File: src/sv/dongle_keyed_round_sequencer_top_assert.svh
// Assertion macros shared by the keyed round sequencer modules.
`ifndef DONGLE_KEYED_ROUND_SEQUENCER_TOP_ASSERT_SVH
`define DONGLE_KEYED_ROUND_SEQUENCER_TOP_ASSERT_SVH

// Same-cycle implication, sampled on clk and disabled while arst_n is low.
`define DKRS_ASSERT_NOW(lbl, pre, post) \
	lbl: assert property (@(posedge clk) disable iff (!arst_n) (pre) |-> (post)) \
		else $error("keyed round sequencer same-cycle check failed");

// Next-cycle implication, sampled on clk and disabled while arst_n is low.
`define DKRS_ASSERT_NEXT(lbl, pre, post) \
	lbl: assert property (@(posedge clk) disable iff (!arst_n) (pre) |=> (post)) \
		else $error("keyed round sequencer next-cycle check failed");

`endif

File: src/sv/dkrs_pkg.sv
// Package with the types, codes and byte encoders of the keyed round sequencer.
package dkrs_pkg;

	localparam int ANSWERS_PER_ROUND = 40;
	localparam int CAPTURE_BITS = 40;
	localparam int ANS_CNT_W = $clog2(ANSWERS_PER_ROUND);
	localparam int BIT_POS_W = $clog2(CAPTURE_BITS) + 1;
	localparam logic [31:0] POLY_VALUE = 32'h8050_0062;

	localparam logic [7:0] CMD_KEY = 8'h4E;
	localparam logic [7:0] RAW_SELECT = 8'h84;

	// Input opcodes.
	localparam logic OP_START = 1'b0;
	localparam logic OP_ANSWER = 1'b1;

	// Result kinds.
	localparam logic [1:0] RK_WRITE = 2'd0;
	localparam logic [1:0] RK_FINISHED = 2'd1;
	localparam logic [1:0] RK_ERROR = 2'd2;

	// Job kinds passed from front to back.
	localparam logic [1:0] JOB_START = 2'd0;
	localparam logic [1:0] JOB_QUERY = 2'd1;
	localparam logic [1:0] JOB_FINISH = 2'd2;
	localparam logic [1:0] JOB_ERROR = 2'd3;

	// Words per job and the step counter that walks them.
	localparam int START_WORDS = 10;
	localparam int QUERY_WORDS = 3;
	localparam int STEP_W = $clog2(START_WORDS);

	localparam int QDEPTH = 4;
	localparam int QPTR_W = $clog2(QDEPTH);
	localparam int QCNT_W = $clog2(QDEPTH + 1);

	typedef struct packed {
		logic [1:0]              kind;
		logic [7:0]              seed;
		logic [7:0]              query;
		logic [31:0]             value;
		logic [CAPTURE_BITS-1:0] capture;
	} job_t;

	// One of the three writes that send a command byte.
	function automatic logic [7:0] cmd_byte(input logic [7:0] b, input logic mid);
		logic [7:0] r;
		if (mid) begin
			r = b | 8'h81;
		end else begin
			r = (b & 8'hFE) | 8'h80;
		end
		return r;
	endfunction

	// One of the three writes that query a byte; the middle one raises the strobe.
	function automatic logic [7:0] query_byte(input logic [7:0] q, input logic mid);
		logic [7:0] p;
		p = ((q << 1) & 8'h0E) | ((q << 2) & 8'h60) | 8'h80;
		if (mid) begin
			p = p | 8'h10;
		end
		return p;
	endfunction

endpackage

File: src/sv/dkrs_front.sv
// Front end: accepts input words, keeps the round state and issues jobs.
module dkrs_front (
	input  logic                clk,
	input  logic                arst_n,
	input  logic                cfg_wr_en,
	input  logic [7:0]          cfg_wr_data,
	input  logic                in_valid,
	input  logic                in_opcode,
	input  logic [31:0]         in_value,
	input  logic                in_answer,
	input  logic                q_full,
	output logic                in_ready,
	output logic                q_push,
	output dkrs_pkg::job_t      q_job
);
	import dkrs_pkg::*;

	logic [7:0]              seed_q;
	logic [31:0]             shift_q;
	logic [ANS_CNT_W-1:0]    cnt_q;
	logic                    busy_q;
	logic [CAPTURE_BITS-1:0] cap_q;

	logic                    accept;
	logic [BIT_POS_W-1:0]    cnt_ext;
	logic [BIT_POS_W-1:0]    bit_pos;
	logic [CAPTURE_BITS-1:0] cap_new;
	logic [31:0]             shift_new;
	logic [1:0]              sel;
	logic [7:0]              sel_byte;
	logic                    last_answer;

	assign in_ready = !q_full;
	assign accept = in_valid && in_ready;
	assign q_push = accept;

	always_comb begin
		cnt_ext = BIT_POS_W'(cnt_q);
		bit_pos = BIT_POS_W'(CAPTURE_BITS - 1) - cnt_ext;
		if (cnt_ext < BIT_POS_W'(CAPTURE_BITS)) begin
			cap_new = cap_q | (CAPTURE_BITS'(in_answer) << bit_pos);
		end else begin
			cap_new = cap_q;
		end
		if (in_answer ^ shift_q[0]) begin
			shift_new = (shift_q >> 1) ^ POLY_VALUE;
		end else begin
			shift_new = shift_q >> 1;
		end
		sel = {shift_q[0], in_answer};
		case (sel)
			2'd0: sel_byte = shift_new[7:0];
			2'd1: sel_byte = shift_new[15:8];
			2'd2: sel_byte = shift_new[23:16];
			2'd3: sel_byte = shift_new[31:24];
			default: sel_byte = shift_new[7:0];
		endcase
		last_answer = cnt_q >= ANS_CNT_W'(ANSWERS_PER_ROUND - 1);
	end

	always_comb begin
		q_job = '0;
		case (in_opcode)
			OP_START: begin
				if (busy_q) begin
					q_job.kind = JOB_ERROR;
				end else begin
					q_job.kind = JOB_START;
					q_job.seed = seed_q;
					q_job.query = in_value[7:0];
				end
			end
			OP_ANSWER: begin
				if (!busy_q) begin
					q_job.kind = JOB_ERROR;
				end else if (last_answer) begin
					q_job.kind = JOB_FINISH;
					q_job.value = shift_q;
					q_job.capture = cap_new;
				end else begin
					q_job.kind = JOB_QUERY;
					q_job.query = sel_byte;
				end
			end
			default: q_job.kind = JOB_ERROR;
		endcase
	end

	always_ff @(posedge clk or negedge arst_n) begin
		if (!arst_n) begin
			seed_q <= '0;
			shift_q <= '0;
			cnt_q <= '0;
			busy_q <= 1'b0;
			cap_q <= '0;
		end else begin
			if (cfg_wr_en) begin
				seed_q <= cfg_wr_data;
			end
			if (accept) begin
				if (in_opcode == OP_START) begin
					if (!busy_q) begin
						shift_q <= in_value;
						cnt_q <= '0;
						cap_q <= '0;
						busy_q <= 1'b1;
					end
				end else if (busy_q) begin
					cap_q <= cap_new;
					if (last_answer) begin
						busy_q <= 1'b0;
						cnt_q <= '0;
					end else begin
						shift_q <= shift_new;
						cnt_q <= cnt_q + 1'b1;
					end
				end
			end
		end
	end

endmodule

File: src/sv/dkrs_queue.sv
// Short job queue between the front end and the word generator.
`include "dongle_keyed_round_sequencer_top_assert.svh"

module dkrs_queue (
	input  logic           clk,
	input  logic           arst_n,
	input  logic           push,
	input  dkrs_pkg::job_t push_job,
	output logic           full,
	input  logic           pop,
	output logic           head_valid,
	output dkrs_pkg::job_t head_job
);
	import dkrs_pkg::*;

	job_t              mem_q [QDEPTH];
	logic [QPTR_W-1:0] wr_ptr_q;
	logic [QPTR_W-1:0] rd_ptr_q;
	logic [QCNT_W-1:0] count_q;

	assign full = count_q == QCNT_W'(QDEPTH);
	assign head_valid = count_q != '0;
	assign head_job = mem_q[rd_ptr_q];

	always_ff @(posedge clk) begin
		if (push) begin
			mem_q[wr_ptr_q] <= push_job;
		end
	end

	always_ff @(posedge clk or negedge arst_n) begin
		if (!arst_n) begin
			wr_ptr_q <= '0;
			rd_ptr_q <= '0;
			count_q <= '0;
		end else begin
			if (push) begin
				wr_ptr_q <= wr_ptr_q + 1'b1;
			end
			if (pop) begin
				rd_ptr_q <= rd_ptr_q + 1'b1;
			end
			if (push && !pop) begin
				count_q <= count_q + 1'b1;
			end else if (pop && !push) begin
				count_q <= count_q - 1'b1;
			end
		end
	end

	`DKRS_ASSERT_NOW(a_no_overflow, push, !full || pop)
	`DKRS_ASSERT_NOW(a_pop_has_entry, pop, head_valid)
	`DKRS_ASSERT_NEXT(a_count_grows, push && !pop, count_q == $past(count_q) + 1'b1)

endmodule

File: src/sv/dkrs_back.sv
// Back end: expands queued jobs into result words behind an output register.
`include "dongle_keyed_round_sequencer_top_assert.svh"

module dkrs_back (
	input  logic                         clk,
	input  logic                         arst_n,
	input  logic                         head_valid,
	input  dkrs_pkg::job_t               head_job,
	output logic                         pop,
	output logic                         out_valid,
	input  logic                         out_ready,
	output logic [1:0]                   out_kind,
	output logic [7:0]                   out_byte,
	output logic [31:0]                  out_value,
	output logic [dkrs_pkg::CAPTURE_BITS-1:0] out_capture,
	output logic                         out_last
);
	import dkrs_pkg::*;

	logic [STEP_W-1:0]       step_q;
	logic                    valid_q;
	logic [1:0]              kind_q;
	logic [7:0]              byte_q;
	logic [31:0]             value_q;
	logic [CAPTURE_BITS-1:0] capture_q;
	logic                    last_q;

	logic                    load;
	logic                    last_step;
	logic [1:0]              w_kind;
	logic [7:0]              w_byte;
	logic [31:0]             w_value;
	logic [CAPTURE_BITS-1:0] w_capture;

	assign load = head_valid && (!valid_q || out_ready);
	assign pop = load && last_step;

	always_comb begin
		w_kind = RK_WRITE;
		w_byte = '0;
		w_value = '0;
		w_capture = '0;
		last_step = 1'b1;
		case (head_job.kind)
			JOB_START: begin
				last_step = step_q == STEP_W'(START_WORDS - 1);
				if (step_q < STEP_W'(3)) begin
					w_byte = cmd_byte(head_job.seed, step_q == STEP_W'(1));
				end else if (step_q < STEP_W'(6)) begin
					w_byte = cmd_byte(CMD_KEY, step_q == STEP_W'(4));
				end else if (step_q == STEP_W'(6)) begin
					w_byte = RAW_SELECT;
				end else begin
					w_byte = query_byte(head_job.query, step_q == STEP_W'(8));
				end
			end
			JOB_QUERY: begin
				last_step = step_q == STEP_W'(QUERY_WORDS - 1);
				w_byte = query_byte(head_job.query, step_q == STEP_W'(1));
			end
			JOB_FINISH: begin
				w_kind = RK_FINISHED;
				w_value = head_job.value;
				w_capture = head_job.capture;
			end
			JOB_ERROR: begin
				w_kind = RK_ERROR;
			end
			default: begin
				w_kind = RK_ERROR;
			end
		endcase
	end

	always_ff @(posedge clk or negedge arst_n) begin
		if (!arst_n) begin
			step_q <= '0;
			valid_q <= 1'b0;
		end else begin
			if (load) begin
				valid_q <= 1'b1;
				if (last_step) begin
					step_q <= '0;
				end else begin
					step_q <= step_q + 1'b1;
				end
			end else if (out_ready) begin
				valid_q <= 1'b0;
			end
		end
	end

	always_ff @(posedge clk) begin
		if (load) begin
			kind_q <= w_kind;
			byte_q <= w_byte;
			value_q <= w_value;
			capture_q <= w_capture;
			last_q <= last_step;
		end
	end

	assign out_valid = valid_q;
	assign out_kind = kind_q;
	assign out_byte = byte_q;
	assign out_value = value_q;
	assign out_capture = capture_q;
	assign out_last = last_q;

	`DKRS_ASSERT_NOW(a_step_needs_job, step_q != '0, head_valid)
	`DKRS_ASSERT_NEXT(a_step_wraps, pop, step_q == '0)
	`DKRS_ASSERT_NOW(a_report_is_last, valid_q && (kind_q != RK_WRITE), last_q)

endmodule

File: src/sv/dongle_keyed_round_sequencer_top.sv
// Top level of the keyed round sequencer: front end, job queue and word generator.
//
// The block runs one keyed round against a parallel-port dongle. A start word (tuser 0)
// loads a 32-bit value and produces ten data-port write words: the seed command, the
// 0x4E command, the raw 0x84 byte and the three writes that query the value's low byte.
// Each answer word (tuser 1) records the partner's answer bit into a 40-bit capture,
// first answer in the top bit, steps the value through its polynomial shift and
// produces the three writes that query the byte picked by the answer and the old low
// bit; the fortieth answer instead produces one round-finished word that carries the
// final value and the capture. A start during a round, or an answer outside one, gives
// one protocol-error word and leaves the state alone. The last word caused by each
// input word has tlast set. The front end takes one input word per cycle while its
// four-entry job queue has room, so input and output stall independently. The word
// generator behind the queue emits one result word per cycle while m_tready takes
// them through an output register, so it sets the sustained rate: ten words per start,
// three per answer, one per finish or error. The seed register is written through
// cfg_wr_en and cfg_wr_data, takes effect for the next start and resets to zero.
module dongle_keyed_round_sequencer_top (
	input  logic        clk,
	input  logic        arst_n,
	input  logic        cfg_wr_en,
	input  logic [7:0]  cfg_wr_data,
	input  logic        s_tvalid,
	output logic        s_tready,
	input  logic [39:0] s_tdata,   // round_input [31:0], answer_bit [32], zero pad [39:33]
	input  logic [0:0]  s_tuser,   // opcode [0]
	output logic        m_tvalid,
	input  logic        m_tready,
	output logic [79:0] m_tdata,   // port_byte [7:0], round_output [39:8],
	                               // captured_answers [79:40]
	output logic [1:0]  m_tuser,   // result_kind [1:0]
	output logic        m_tlast    // last_of_run
);
	import dkrs_pkg::*;

	logic                    q_push;
	logic                    q_full;
	logic                    q_pop;
	logic                    q_head_valid;
	job_t                    q_job;
	job_t                    q_head;
	logic [7:0]              out_byte;
	logic [31:0]             out_value;
	logic [CAPTURE_BITS-1:0] out_capture;

	// Front end: classifies each word against the round state and queues a job.
	dkrs_front u_front (
		.clk         (clk),
		.arst_n      (arst_n),
		.cfg_wr_en   (cfg_wr_en),
		.cfg_wr_data (cfg_wr_data),
		.in_valid    (s_tvalid),
		.in_opcode   (s_tuser[0]),
		.in_value    (s_tdata[31:0]),
		.in_answer   (s_tdata[32]),
		.q_full      (q_full),
		.in_ready    (s_tready),
		.q_push      (q_push),
		.q_job       (q_job)
	);

	// Jobs wait here so the front end keeps accepting while results drain.
	dkrs_queue u_queue (
		.clk        (clk),
		.arst_n     (arst_n),
		.push       (q_push),
		.push_job   (q_job),
		.full       (q_full),
		.pop        (q_pop),
		.head_valid (q_head_valid),
		.head_job   (q_head)
	);

	// Word generator: walks each job one result word per cycle while the output accepts words.
	dkrs_back u_back (
		.clk         (clk),
		.arst_n      (arst_n),
		.head_valid  (q_head_valid),
		.head_job    (q_head),
		.pop         (q_pop),
		.out_valid   (m_tvalid),
		.out_ready   (m_tready),
		.out_kind    (m_tuser),
		.out_byte    (out_byte),
		.out_value   (out_value),
		.out_capture (out_capture),
		.out_last    (m_tlast)
	);

	assign m_tdata = {out_capture, out_value, out_byte};

endmodule
File: config.mk
export PLATFORM = sky130hd
export DESIGN_NAME = dongle_keyed_round_sequencer_top
export DESIGN_NICKNAME = d
export VERILOG_FILES = /design/src/sv/dkrs_pkg.sv /design/src/sv/dkrs_front.sv /design/src/sv/dkrs_queue.sv /design/src/sv/dkrs_back.sv /design/src/sv/dongle_keyed_round_sequencer_top.sv
export VERILOG_INCLUDE_DIRS = /design/src /design/src/sv
export SDC_FILE = /design/constraint.sdc
export NUM_CORES = 1
export LEC_CHECK = 0
export ABC_AREA = 0
export CAP_MARGIN = 20
export CORE_MARGIN = 1.5
export CORE_UTILIZATION = 60
export DETAILED_ROUTE_END_ITERATION = 7
export DONT_BUFFER_PORTS = 1
export GPL_ROUTABILITY_DRIVEN = 0
export PLACE_DENSITY = 0.76
export SKIP_LAST_GASP = 1
export SLEW_MARGIN = 10
export SYNTH_ARGS = -nofsm -noshare
export SYNTH_HDL_FRONTEND = slang
export SYNTH_SLANG_ARGS = --single-unit
File: constraint.sdc
create_clock -name clk -period 3.9 [get_ports clk]
set_input_delay 0.585 -clock clk [delete_from_list [all_inputs] [get_ports clk]]
set_output_delay 0.585 -clock clk [all_outputs]
set_load 0.005 [all_outputs]
; Word-level counts from Yosys, hierarchy flattened
; Memories as Yosys holds them, arrays and structs flattened.
; Cells that the tools add are included.
[totals]
regBits = 182
ramBits = 360
in_bits = 54
output_inout_bits = 85
wordCells = 111
mem_count = 1
[mem_list]
columns = name, depth, width, rd, rd_ports_with_merged_regs, write_ports, line_no
row1 = u_queue.mem_q, 4, 90, 1, 0, 1, dkrs_queue.sv:16  ; job_t mem_q [QDEPTH];
[classes]
add_sub_neg = 7
order_cmp = 4
eq_ne = 16
shifts = 1
muxes = 45
n_bitwise = 5
reduce_logical = 17
[op_table]
columns = cell, count
row1 = 32-bit 2-to-1 mux, 5
row2 = 40-bit 2-to-1 mux, 4
row3 = 72-bit 2-to-1 mux, 2
row4 = 80-bit 2-to-1 mux, 1
row5 = 40-bit OR, 1
row6 = 1-bit by 7-bit left shift with 40-bit output, 1
row7 = 8-bit 2-to-1 mux, 4
row8 = 8-bit one-hot mux with 2 select lines, 2
row9 = 8-bit one-hot mux with 4 select lines, 1
row10 = 6-bit 2-to-1 mux, 4
row11 = 16-bit 2-to-1 mux, 1
row12 = 5-bit 2-to-1 mux, 2
row13 = 1-bit 2-to-1 mux, 9
row14 = "2-bit == test, second input constant", 4
row15 = "4-bit by 3-bit == test with 1-bit output, second input constant", 2
row16 = "4-bit == test, second input constant", 2
row17 = 2-bit one-hot mux with 2 select lines, 2
row18 = 7-bit 2-to-1 mux, 1
row19 = 4-bit by 7-bit OR with 7-bit output, 1
row20 = "6-bit by 6-bit subtractor with 7-bit output, first input constant", 1
row21 = "6-bit by 1-bit adder with 6-bit output, second input constant", 1
row22 = "6-bit >= comparator, second input constant", 1
row23 = "6-bit less-than comparator, second input constant", 1
row24 = 2-bit 2-to-1 mux, 3
row25 = other kinds (26), 39

; Depth between registers and ports, before layout
; Gate-level depths: netlist of the first run.
[logic_depth]
depth_word = 7
depth_mapped = 12
mapped_depth_nobuf = 10

; Hierarchy
; A second synthesis of the first run with hierarchy kept.
[unflattened]
cells_unflattened = 1287
hier_area_um2 = 22300.1
[by_module_without_submodules]
columns = module, n_inst, cells_per_inst, area_each_um2, seq_area_each_um2
row1 = dkrs_queue, 1, 504, 13387.8, 10985.5
row2 = dkrs_front, 1, 544, 5387.7, 2177.1
row3 = dkrs_back, 1, 239, 3524.6, 2617.5

; Worst setup path after synthesis of the first run
; OpenSTA, ideal clock, no wires.
[synth_path]
path_type = input to register
startpoint = input m_tready
endpoint = register u_queue.count_q[1]
setup_ns = 0.125
t_arrival_ns = 3.300
t_required_ns = 3.775
slack_ns = 0.475
cell_stages = 10
path_buffers = 2
cell_sequence = nor2b_1 > or2_2 > clkbuf_1 > inv_1 > buf_2 > nand2_1 > ha_1 > inv_1 > fa_1 > mux2_2
[synth_via]
elab_chain_cells = 6
elab_cells_between_ends = 8
[synth_lines]
columns = item, line_no
row1 = from (decl), dongle_keyed_round_sequencer_top.sv:28  ; input logic m_tready,
row2 = 1-bit logical OR *, dkrs_back.sv:35  ; assign load = head_valid && (!valid_q || out_ready);
row3 = 1-bit logical AND *, dkrs_back.sv:35
row4 = net u_back.load, dkrs_back.sv:28  ; logic load;
row5 = 1-bit logical AND *, dkrs_back.sv:36  ; assign pop = load && last_step;
row6 = 1-bit zero test, dkrs_queue.sv:43  ; if (push && !pop) begin
row7 = 1-bit logical AND, dkrs_queue.sv:43
row8 = 3-bit 2-to-1 mux / 2-bit nonzero test (equally long branches), --
row9 = to (signal assigned), dkrs_queue.sv:44  ; count_q <= count_q + 1'b1;
row10 = to (signal assigned), dkrs_queue.sv:46  ; count_q <= count_q - 1'b1;
row11 = to (decl), dkrs_queue.sv:19  ; logic [QCNT_W-1:0] count_q;
; The timed path passes the listed nets; every way through them passes the cells marked *.
; A chain may end at the register's enable or synchronous reset.

; Worst setup path in the final report of the first run
[layout_path]
startpoint = register u_queue.rd_ptr_q[0]
endpoint = register u_queue.count_q[1]
[layout_via]
elab_chain_cells = 7
elab_cells_between_ends = 10
[layout_lines]
columns = item, line_no
row1 = from (decl), dkrs_queue.sv:18  ; logic [QPTR_W-1:0] rd_ptr_q;
row2 = from (signal assigned), dkrs_queue.sv:41  ; rd_ptr_q <= rd_ptr_q + 1'b1;
row3 = memory read 4 x 90 bit *, --
row4 = 2-bit by 1-bit == test with 1-bit output / 2-bit zero test (equally long branches), dkrs_back.sv:44  ; case (head_job.kind)
row5 = 1-bit one-hot mux with 2 select lines *, dkrs_back.sv:44
row6 = net u_back.last_step, dkrs_back.sv:29  ; logic last_step;
row7 = 1-bit logical AND *, dkrs_back.sv:36
row8 = 1-bit zero test, dkrs_queue.sv:43
row9 = 1-bit logical AND, dkrs_queue.sv:43
row10 = 3-bit 2-to-1 mux / 2-bit nonzero test (equally long branches), --
; Marked as above.

==> run metrics, run 1 <==
core footprint=0.0345 mm2; Seq/Total Area, Yosys=0.718; gr usage total=0.228; Pre-Repair DR Iteration Count=5; endpoints failing setup=0; Final HPWL DP=23,200 um; Max Cap Viol=0; Min Clock Period, post-route=3.03 ns; Comb pwr share=0.233; P_int=12.0 mW; largest net degree at the start of global routing=98; routed vias/inst=6.15; total CTS buffers=51; wire length per cell=23.0 um; Hold Path Class=input port to flip-flop; top cell type's share of synthesized area=0.603; Critical Path AT=approximately 3.5 ns; pre-CTS WS=0.905 ns; register area=roughly 0.015 mm2; Cell Rows=68; first-pass GRT wire length=62,400 um; number of synthesized flops with an enable pin=around 420; Max FO, Critical Path=14; vias in the first global route=around 11,000; sw frac=0.279; die width=190 um; CP Data Required Time=4.34 ns; Final period util=0.776; Cells after DPL=~1,600; Worst-Margin Slew=1.02 ns; Post-DRT Antenna Nets=0; area growth from synthesis to layout=10.3%; via count=10,700; I/O pin total=139; Post-CTS Hold Fix Bufs=2; synth warn=0; P per Cell Area=713 mW/mm2; Die Y-Extent=190 um; Final Hold Vio Count=0; CP Capture Type=flip-flop; Overflow after GRT=0; DRC Markers=0; Synth async-reset ratio=0.187; Final nets=1,308; fin cells=around 1,700; Max Clk Rate=0.330 GHz; Multi-input gate area=roughly 0.0056 mm2; cell accounting for the most synthesized area=edfxtp_1; Max Slew Vio Count=0; kind of critical path=flip-flop to flip-flop; Starting Density=0.610; worst path bufs/invs=1; initial DRC count=around 800; initial antenna violation count=3; die area=0.0363 mm2; setup tns final=0 ns; leading post-synthesis cells by cell area=edfxtp_1, dfrtp_1, mux4_2; synthesized cell area=0.0211 mm2; Core Util, Final=0.673; Synth Net Count=1,300; CP Cell Sequence=mux4_2, mux2i_4, o21ai_1, nand2_1, ha_1, inv_1, fa_1, mux2_2; worst skew pair latency=0.57 ns; sw power=4.62 mW; Max VDD drop=674 uV; WL final=39,900 um; CP Launch Type=flip-flop; Root Buffer=clkbuf_16; worst setup margin=between 0.8 and 0.9 ns; clock sink count=520; Post-CTS Resized=0; slew margin rel.=0.320; critical path's slowest cell=mux4_2; sequential power share=0.486; RSZ-0062 raised after global routing=no; CTS clock-pin slew for the worst setup and hold paths=0.06 ns; Crit path max-delay family=multiplexers; Max clock buf depth=3; Filler Cells Inserted=2,280; Yosys cell types=55; status=finished, final reports clean; Top FF cell, synth=edfxtp_1; synthesized area per cell=17.2 um2; Seq cells post-synth=520; Worst Skew=about 0.014 ns; CTS tree=done; Clock Power Share=0.281; Critical Path Max Stage Delay=0.68 ns; port bufs=0; static leakage=8.22 nW; CTS H-tree depth=2; share of cells above drive strength 1=0.207; Cells after Synth=1,226; Post-CTS Setup Bufs=0
## flip-flops by register name (all words and copies together) (netlist names), 2 cells and up
| signal | cells |
|---|---|
| u_back.out_capture | 40 |
| u_front.shift_q | 32 |
| u_queue.wr_ptr_q | 2 |
| u_front.seed_q | 6 |
| u_front.cap_q | 40 |
| u_back.step_q | 4 |
| u_queue.count_q | 3 |
| u_queue.mem_q | 340 |
| u_queue.rd_ptr_q | 2 |
| u_front.cnt_q | 6 |
| u_back.out_byte | 8 |
| u_back.out_value | 32 |
| u_back.out_kind | 2 |
## layout make-up
type,count,share of cell area
tap,455,0.0245
clock inverter,21,0.00549
multi-input combinational,615,0.240
antenna,3,0.000323
clock buffer,73,0.0637
timing repair buffer,26,0.0120
sequential,520,0.651
inverter,20,0.00333
## logic make-up after synthesis
| group | after synthesis | share of synthesized area |
|---|---|---|
| AO/OA/AOI/OAI | 134 | 0.0398 |
| buffers and inverters | 91 | 0.0188 |
| adder cells (fa/ha/maj) | 20 | 0.0122 |
| flip-flops | 520 | 0.718 |
| multiplexers | 157 | 0.134 |
| AND/OR/NAND/NOR | 295 | 0.0737 |
| XOR/XNOR | 9 | 0.00374 |
## per-layer routing
metal  vias up  part of all wire  GRT usage
met4         0             0.019     0.0663
met1      5548              0.44      0.326
met5         -                 0          0
met2       335              0.48      0.358
li1       4732                 -          -
met3        49             0.061     0.0477
## power by group through the flow
stage          clock (mW)  sequential [mW]  combinational [mW]
4_1_cts              4.73             8.08                3.95
6_report             4.66             8.06                3.87
5_1_grt              4.95             8.19                4.21
3_3_place_gp            0             8.11                3.81
3_5_place_dp            0             8.16                3.89
2_1_floorplan           0             7.98                3.03
## cells in the mapped netlist, types with 2 or more instances
cell type and n:
a22o_1 6, nand2b_1 6, mux2i_1 9, nand4_1 2, and3_1 10, buf_6 5, or3_1 2, and2_1 40
mux4_2 85, edfxtp_1 423, nor3b_1 6, nor2b_1 73, a31oi_1 42, o22ai_1 6, nor4_1 3, nand3b_1 2
mux2_2 35, a222oi_1 5, and3b_1 3, nand3_1 8, a311oi_1 2, a21oi_1 51, o21ai_0 11, ha_1 19
xor2_1 3, nor2_1 102, mux2_4 27, dfrtp_1 97, nand2_1 22, inv_1 20, xnor2_1 6, nor3_1 10
clkbuf_1 50, buf_1 4, buf_2 11
## through the flow
step	area, um2	hold WS, ns	power, mW
after floorplan	21100	0.289	11.0
after global routing	23300	0.159	17.3
after global placement	21600	0.298	11.9
final	23300	0.179	16.6
after detailed placement	21600	0.297	12.1
after CTS	23300	0.158	16.8
## placed cells by master, fill, tap and decap left out, drive strengths merged, types with 10 or more instances in the layout
cell type and instances:
and2 41, a21oi 51, nor3 10, o21ai 12
buf 25, nor2 102, mux2 62, a31oi 42
clkbuf 73, nand2 22, and3 10, nor2b 73
ha 19, edfxtp 423, clkinv 17, mux2i 10
inv 20, dfrtp 97, mux4 85
## worst reg2reg max path: stages (launching register included)
cell and delay (ns):
dfrtp_4 0.46, mux4_2 0.68, mux2i_4 0.28, o21ai_1 0.35, nand2_1 0.16, ha_1 0.24
inv_1 0.07, fa_1 0.40, mux2_2 0.27
## path summary, 6_finish.rpt
| check | depth (start not counted) | startpoint | end | slack (ns) |
|---|---|---|---|---|
| worst max register to register | 8 | u_queue.rd_ptr_q[0] | u_queue.count_q[1] | 0.87 |
| worst max-delay path | 8 | u_queue.rd_ptr_q[0] | u_queue.count_q[1] | 0.87 |
| max in group asynchronous | 2 | arst_n | u_queue.rd_ptr_q[1] | 2.75 |
| worst min-delay path | 1 | cfg_wr_data[4] | u_front.seed_q[4] | 0.18 |
| min in group asynchronous | 2 | arst_n | u_front.seed_q[2] | 0.61 |
| worst min register to register | 2 | u_front.cap_q[4] | u_front.cap_q[4] | 0.49 |
Power figures use the tool's default switching activity.
==> run 2, diff against run 1 <==
--- a/config.mk
+++ b/config.mk
@@ -9,11 +9,11 @@
 export ABC_AREA = 0
 export CAP_MARGIN = 20
 export CORE_MARGIN = 1.5
-export CORE_UTILIZATION = 60
+export CORE_UTILIZATION = 57
 export DETAILED_ROUTE_END_ITERATION = 7
 export DONT_BUFFER_PORTS = 1
 export GPL_ROUTABILITY_DRIVEN = 0
-export PLACE_DENSITY = 0.76
+export PLACE_DENSITY = 0.75
 export SKIP_LAST_GASP = 1
 export SLEW_MARGIN = 10
 export SYNTH_ARGS = -nofsm -noshare
==> constraint.sdc (replaced) <==
create_clock -name clk -period 2.6 [get_ports clk]
set_input_delay 0.39 -clock clk [delete_from_list [all_inputs] [get_ports clk]]
set_output_delay 0.39 -clock clk [all_outputs]
set_load 0.005 [all_outputs]
==> run 2 against run 1 <==
Sequential share of layout area decreased by 1.4 points. Maximum frequency increased by 20%. Clock skew shrank 0.0030 ns. Core utilization shrank 2.3 points. Critical endpoint unchanged. Largest cell class unchanged. Largest power group unchanged. Highest routed layer unchanged.
==> run metrics, run 2 (synthesis results as in run 1) <==
status=finished, final reports clean (unchanged); Post-DRT Antenna Nets=0 (unchanged); CTS tree=done (unchanged); Final HPWL DP=23,900 um (was 23,200 um); die area=0.0381 mm2 (was 0.0363 mm2); slew margin rel.=0.467 (was 0.320); first-pass GRT wire length=65,500 um (was 62,400 um); Crit path max-delay family=multiplexers (unchanged); CP Launch Type=flip-flop (unchanged); Max Clk Rate=0.397 GHz (was 0.330 GHz); CP Data Required Time=3.07 ns (was 4.34 ns); total CTS buffers=52 (was 51); Min Clock Period, post-route=2.52 ns (was 3.03 ns); worst r2r src=u_queue.rd_ptr_q[0] (unchanged); Final period util=0.969 (was 0.776); core footprint=0.0365 mm2 (was 0.0345 mm2); CP Capture Type=flip-flop (unchanged); I/O pin total=139 (unchanged); most frequent cells in the layout=edfxtp_1, nor2_1, dfrtp_1 (unchanged); Worst Hold Launch=m_tready (was cfg_wr_data[4]); worst skew pair latency=0.58 ns (was 0.57 ns); share of cells above drive strength 1=0.223 (was 0.207); P per Cell Area=1080 mW/mm2 (was 713 mW/mm2); Core Util, Final=0.651 (was 0.673); initial antenna violation count=3 (unchanged); vias in the first global route=11,000 (was 10,800); Critical Path AT=2.99 ns (was 3.47 ns); Root Buffer=clkbuf_16 (unchanged); Max Slew Vio Count=0 (unchanged); wire length per cell=23.2 um (was 23.0 um); Crit. path cell count=8 (unchanged); area growth from synthesis to layout=12.7% (was 10.3%); Worst Setup SP=u_queue.rd_ptr_q[0] (unchanged); static leakage=8.44 nW (was 8.22 nW); Worst Skew=0.0109 ns (was 0.0139 ns); Final Hold Vio Count=0 (unchanged); clock sink count=520 (unchanged); Max clock buf depth=3 (unchanged); Overflow after GRT=0 (unchanged); CTS clock-pin slew for the worst setup and hold paths=0.06 ns (about the same); endpoints failing setup=0 (unchanged); die width=195 um (was 190 um); Register-to-Register Path Depth=8 (unchanged); Worst-Margin Slew=0.800 ns (was 1.02 ns); max reg flops=340 (unchanged); routed vias/inst=6.04 (was 6.15); Hold Path Class=input port to flip-flop (unchanged); via count=10,800 (was 10,700); Final nets=1,348 (was 1,308); RSZ-0062 raised after global routing=no (unchanged); CTS H-tree depth=2 (unchanged); Max Cap Viol=0 (unchanged); Max FO, Critical Path=4 (was 14); port bufs=0 (unchanged); kind of critical path=flip-flop to flip-flop (unchanged); Max VDD drop=734 uV (was 674 uV); WHS Path Cells=2 (was 1); critical path's slowest cell=mux4_2 (unchanged); most common cell after layout, fill and taps aside=edfxtp_1 (unchanged); Critical Path Max Stage Delay=0.56 ns (was 0.68 ns); worst path bufs/invs=1 (unchanged); DRC Markers=0 (unchanged); largest net degree at the start of global routing=98 (unchanged); Cell Rows=70 (was 68); CP Cell Sequence=mux4_2, mux2i_4, o21ai_2, nand2_1, ha_2, inv_1, fa_1, mux2_2 (was mux4_2, mux2i_4, o21ai_1, nand2_1, ha_1, inv_1, fa_1, mux2_2); Die Y-Extent=195 um (was 190 um); WL final=41,500 um (was 39,900 um); Reg with most FFs=u_queue.mem_q (unchanged); Starting Density=0.577 (was 0.610); Pre-Repair DR Iteration Count=5 (unchanged); Tot Pwr=25.6 mW (was 16.6 mW); initial DRC count=735 (was 780); gr usage total=0.227 (was 0.228)
## run 2: cell count changes in the layout (fill, tap and decap cells not counted), sizes merged, moves of 2 or more
| cell | previous run | this run |
|---|---|---|
| dlygate4sd3 | 1 | 14 |
| clkbuf | 73 | 69 |
| buf | 25 | 51 |
| clkinvlp | 3 | 7 |
| bufinv | 1 | 4 |
| clkinv | 17 | 15 |
## run 2: per-layer routing
metal,track usage,share of wire
met1,0.333,0.44
met2,0.343,0.46
met3,0.0518,0.071
met4,0.0686,0.023
met5,0,0
## run 2: power by group
group	total (mW)	switching, mW	leakage [nW]	internal, mW
Sequential	12.1	0.901	5.28	11.2
Combinational	6.18	3.21	2.36	2.97
Clock	7.33	3.07	0.803	4.26
## run 2: worst register-to-register path: stages (launching register included)
cell and delay (ns):
dfrtp_4 0.44, mux4_2 0.56, mux2i_4 0.22, o21ai_2 0.17, nand2_1 0.09, ha_2 0.18
inv_1 0.07, fa_1 0.41, mux2_2 0.27
## run 2: path summary, 6_finish.rpt
| path | slack (ns) | endpoint |
|---|---|---|
| max in group asynchronous | 1.74 | u_queue.rd_ptr_q[0] |
| setup / recovery | 0.08 | u_queue.count_q[1] |
| hold reg to reg | 0.49 | u_front.cap_q[14] |
| setup reg to reg | 0.08 | u_queue.count_q[1] |
| min in group asynchronous | 0.39 | u_front.seed_q[1] |
| hold / removal | 0.04 | u_back.out_valid |
## run 2: what timing repair did
item,in CTS,in global routing
setup buffers,0,2
gates resized for setup,0,2
endpoints found under the setup margin,0,2
endpoints found under the hold margin,104,0
hold buffers,15,0
## run 2: cell type report
| type | count | area (um2) |
|---|---|---|
| sequential | 520 | 15100 |
| fill | 2457 | 12800 |
| multi-input combinational | 615 | 5590 |
| clock buffer | 69 | 1430 |
| timing repair buffer | 65 | 693 |
| tap | 468 | 586 |
| clock inverter | 27 | 249 |
| inverter | 20 | 77.6 |
| antenna | 3 | 7.51 |
## run 2: through the flow
stage	hold slack, ns	instance area (um2)	std cells	TNS, ns	setup WS (ns)
2_1_floorplan	0.0944	21100	1226	-0.0772	-0.0772
3_3_place_gp	0.0977	21900	1671	0	0.0771
3_5_place_dp	0.0978	21900	1671	0	0.00232
4_1_cts	0.00409	23700	1782	0	0.00379
5_1_grt	0.0358	23800	1787	0	0.0105
6_report	0.0420	23800	1787	0	0.0805
==> run 3, diff against run 2 <==
--- a/config.mk
+++ b/config.mk
@@ -18,4 +18,5 @@
 export SLEW_MARGIN = 10
 export SYNTH_ARGS = -nofsm -noshare
 export SYNTH_HDL_FRONTEND = slang
+export SYNTH_HIERARCHICAL = 1
 export SYNTH_SLANG_ARGS = --single-unit
==> run 3 against run 2 <==
Global-route usage fell by 1.2 points. Critical path depth rose by 2. First-iteration DRC count fell by 14%. Design area rose by 0.71%. Maximum frequency fell by 1.6%. Synthesized cell count rose by 1.4%. Clock power rose by 2%. Worst setup slack got worse by 0.041 ns. Sequential power barely moved. Hold slack got worse by 0.0063 ns. Area after synthesis rose by 1.6%. Die area rose by 1.5%. Highest routed layer unchanged.
==> run metrics, run 3 <==
RSZ-0062 raised after global routing=yes (was no); Hold Path Class=input port to flip-flop (unchanged); synthesized area per cell=17.2 um2 (about the same); Final Hold Vio Count=0 (unchanged); Worst Skew=0.0195 ns (was 0.0109 ns); Post-CTS Resized=0 (unchanged); M1 WL=16,800 um (was 18,300 um); Critical Path Max Stage Delay=0.52 ns (was 0.56 ns); CTS tree=done (unchanged); Core Util, Final=0.651 (about the same); setup tns final=0 ns (unchanged); Max clock buf depth=3 (unchanged); area post-placement=0.0220 mm2 (was 0.0219 mm2); Pre-Repair DR Iteration Count=6 (was 5); P per Cell Area=1070 mW/mm2 (was 1080 mW/mm2); Final HPWL DP=23,300 um (was 23,900 um); die area=0.0387 mm2 (was 0.0381 mm2); initial DRC count=635 (was 735); clock sink count=520 (unchanged); routed length on met3=2260 um (was 2930 um); WL final=40,000 um (was 41,500 um); Worst-Margin Slew=0.806 ns (was 0.800 ns); gr usage total=0.215 (was 0.227); slew margin rel.=0.455 (was 0.467); initial antenna violation count=1 (was 3); Starting Density=0.582 (was 0.577); CTS clock-pin slew for the worst setup and hold paths=0.06 ns (about the same); most common cell after layout, fill and taps aside=edfxtp_1 (unchanged); Cells after Synth=1,243 (was 1,226); WHS Path Cells=2 (unchanged); static leakage=8.55 nW (was 8.44 nW); most frequent cells in the layout=edfxtp_1, and2_1, dfrtp_1 (was edfxtp_1, nor2_1, dfrtp_1); Max Slew Vio Count=0 (unchanged); die width=197 um (was 195 um); Reg with most FFs=u_queue/mem_q (was u_queue.mem_q); Max VDD drop=648 uV (was 734 uV); Post-DRT Antenna Nets=0 (unchanged); area growth from synthesis to layout=11.8% (was 12.7%); CP Cell Sequence=mux4_2, nand4bb_1, a21oi_1, nor2_1, nor2_1, inv_1, ha_2, inv_2, fa_1, mux2_2 (was mux4_2, mux2i_4, o21ai_2, nand2_1, ha_2, inv_1, fa_1, mux2_2); Tot Pwr=25.6 mW (about the same); vias in the first global route=11,000 (about the same); routed vias/inst=6.05 (was 6.04); endpoints failing setup=0 (unchanged); Min Clock Period, post-route=2.56 ns (was 2.52 ns); worst setup margin=0.0397 ns (was 0.0805 ns); status=finished, final reports clean (unchanged); wire length per cell=22.5 um (was 23.2 um); CTS H-tree depth=2 (unchanged); Overflow after GRT=0 (unchanged); Critical Path AT=3.03 ns (was 2.99 ns); DRC Markers=0 (unchanged); CP Launch Type=flip-flop (unchanged); Synth Net Count=1,317 (was 1,300); synthesized cell area=0.0214 mm2 (was 0.0211 mm2); CP Capture Type=flip-flop (unchanged); Max FO, Critical Path=3 (was 4); core footprint=0.0368 mm2 (was 0.0365 mm2); post-route cell area=0.0239 mm2 (was 0.0238 mm2); max reg flops=340 (unchanged); worst skew pair latency=0.59 ns (was 0.58 ns); total CTS buffers=52 (unchanged); Die Y-Extent=197 um (was 195 um); Cells after DPL=1,668 (was 1,671); largest net degree at the start of global routing=98 (unchanged); I/O pin total=139 (unchanged); Root Buffer=clkbuf_16 (unchanged); Final period util=0.985 (was 0.969); met2 wire length=19,900 um (was 19,300 um); critical path's slowest cell=mux4_2 (unchanged); kind of critical path=flip-flop to flip-flop (unchanged); share of cells above drive strength 1=0.225 (was 0.223); Final nets=1,345 (was 1,348); WHS=0.0357 ns (was 0.0420 ns); synth warn=6 (was 0); Multi-input gate area=0.00573 mm2 (was 0.00559 mm2); Max Clk Rate=0.391 GHz (was 0.397 GHz); Filler Cells Inserted=2,483 (was 2,457); highest routed layer=met4 (unchanged); first-pass GRT wire length=63,200 um (was 65,500 um); via count=10,800 (about the same); Cell Rows=70 (unchanged); Max Cap Viol=0 (unchanged); pre-CTS WS=-0.0162 ns (was 0.00232 ns); register area=0.0151 mm2 (unchanged); fin cells=1,780 (was 1,787); Register-to-Register Path Depth=10 (was 8); CP Data Required Time=3.07 ns (about the same); CP most frequent cell=nor2_1; port bufs=0 (unchanged)
-- run 3: worst max-delay path, delay by kind of cell, from the launching register on --
family | cells | cell delay, ns
multiplexers | 2 | 0.79
adder cells (fa/ha/maj) | 2 | 0.58
buffers and inverters | 2 | 0.11
flip-flops | 1 | 0.41
AO/OA/AOI/OAI | 1 | 0.14
AND/OR/NAND/NOR | 3 | 0.40
-- run 3: power breakdown --
group	internal (mW)	total [mW]	switching, mW
Combinational	2.88	6.09	3.20
Clock	4.42	7.44	3.01
Sequential	11.2	12.1	0.902
-- run 3: what timing repair did --
action | CTS | global route
hold endpoints to repair | 108 | 0
setup buffers | 1 | 0
hold buffers | 16 | 0
endpoints found under the setup margin | 1 | 2
gates cloned | 0 | 0
pin swaps | 0 | 0
-- run 3: layer usage --
metal | global-route usage | vias to the layer above
met1 | 0.291 | 5529
met4 | 0.0823 | 0
met3 | 0.0426 | 69
met2 | 0.349 | 304
li1 | - | 4869
met5 | 0 | -
-- run 3: area by class of cell --
type | instances | area share
repair buffers | 63 | 0.0290
clock buffers | 67 | 0.0593
multi-input cells | 612 | 0.239
flip-flops and latches | 520 | 0.633
well taps | 468 | 0.0245
diodes | 1 | 0.000105
inverters | 22 | 0.00361
clock inverters | 27 | 0.0118
-- run 3: final timing paths --
path	slack, ns	to	start
setup / recovery	0.04	u_queue/count_q[1]	u_queue/rd_ptr_q[0]
setup reg to reg	0.04	u_queue/count_q[1]	u_queue/rd_ptr_q[0]
hold reg to reg	0.49	u_queue/count_q[2]	u_queue/count_q[2]
hold / removal	0.04	u_front/shift_q[0]	s_tdata[0]
min in group asynchronous	0.39	u_front/seed_q[3]	arst_n
max in group asynchronous	1.76	u_front/cap_q[15]	arst_n
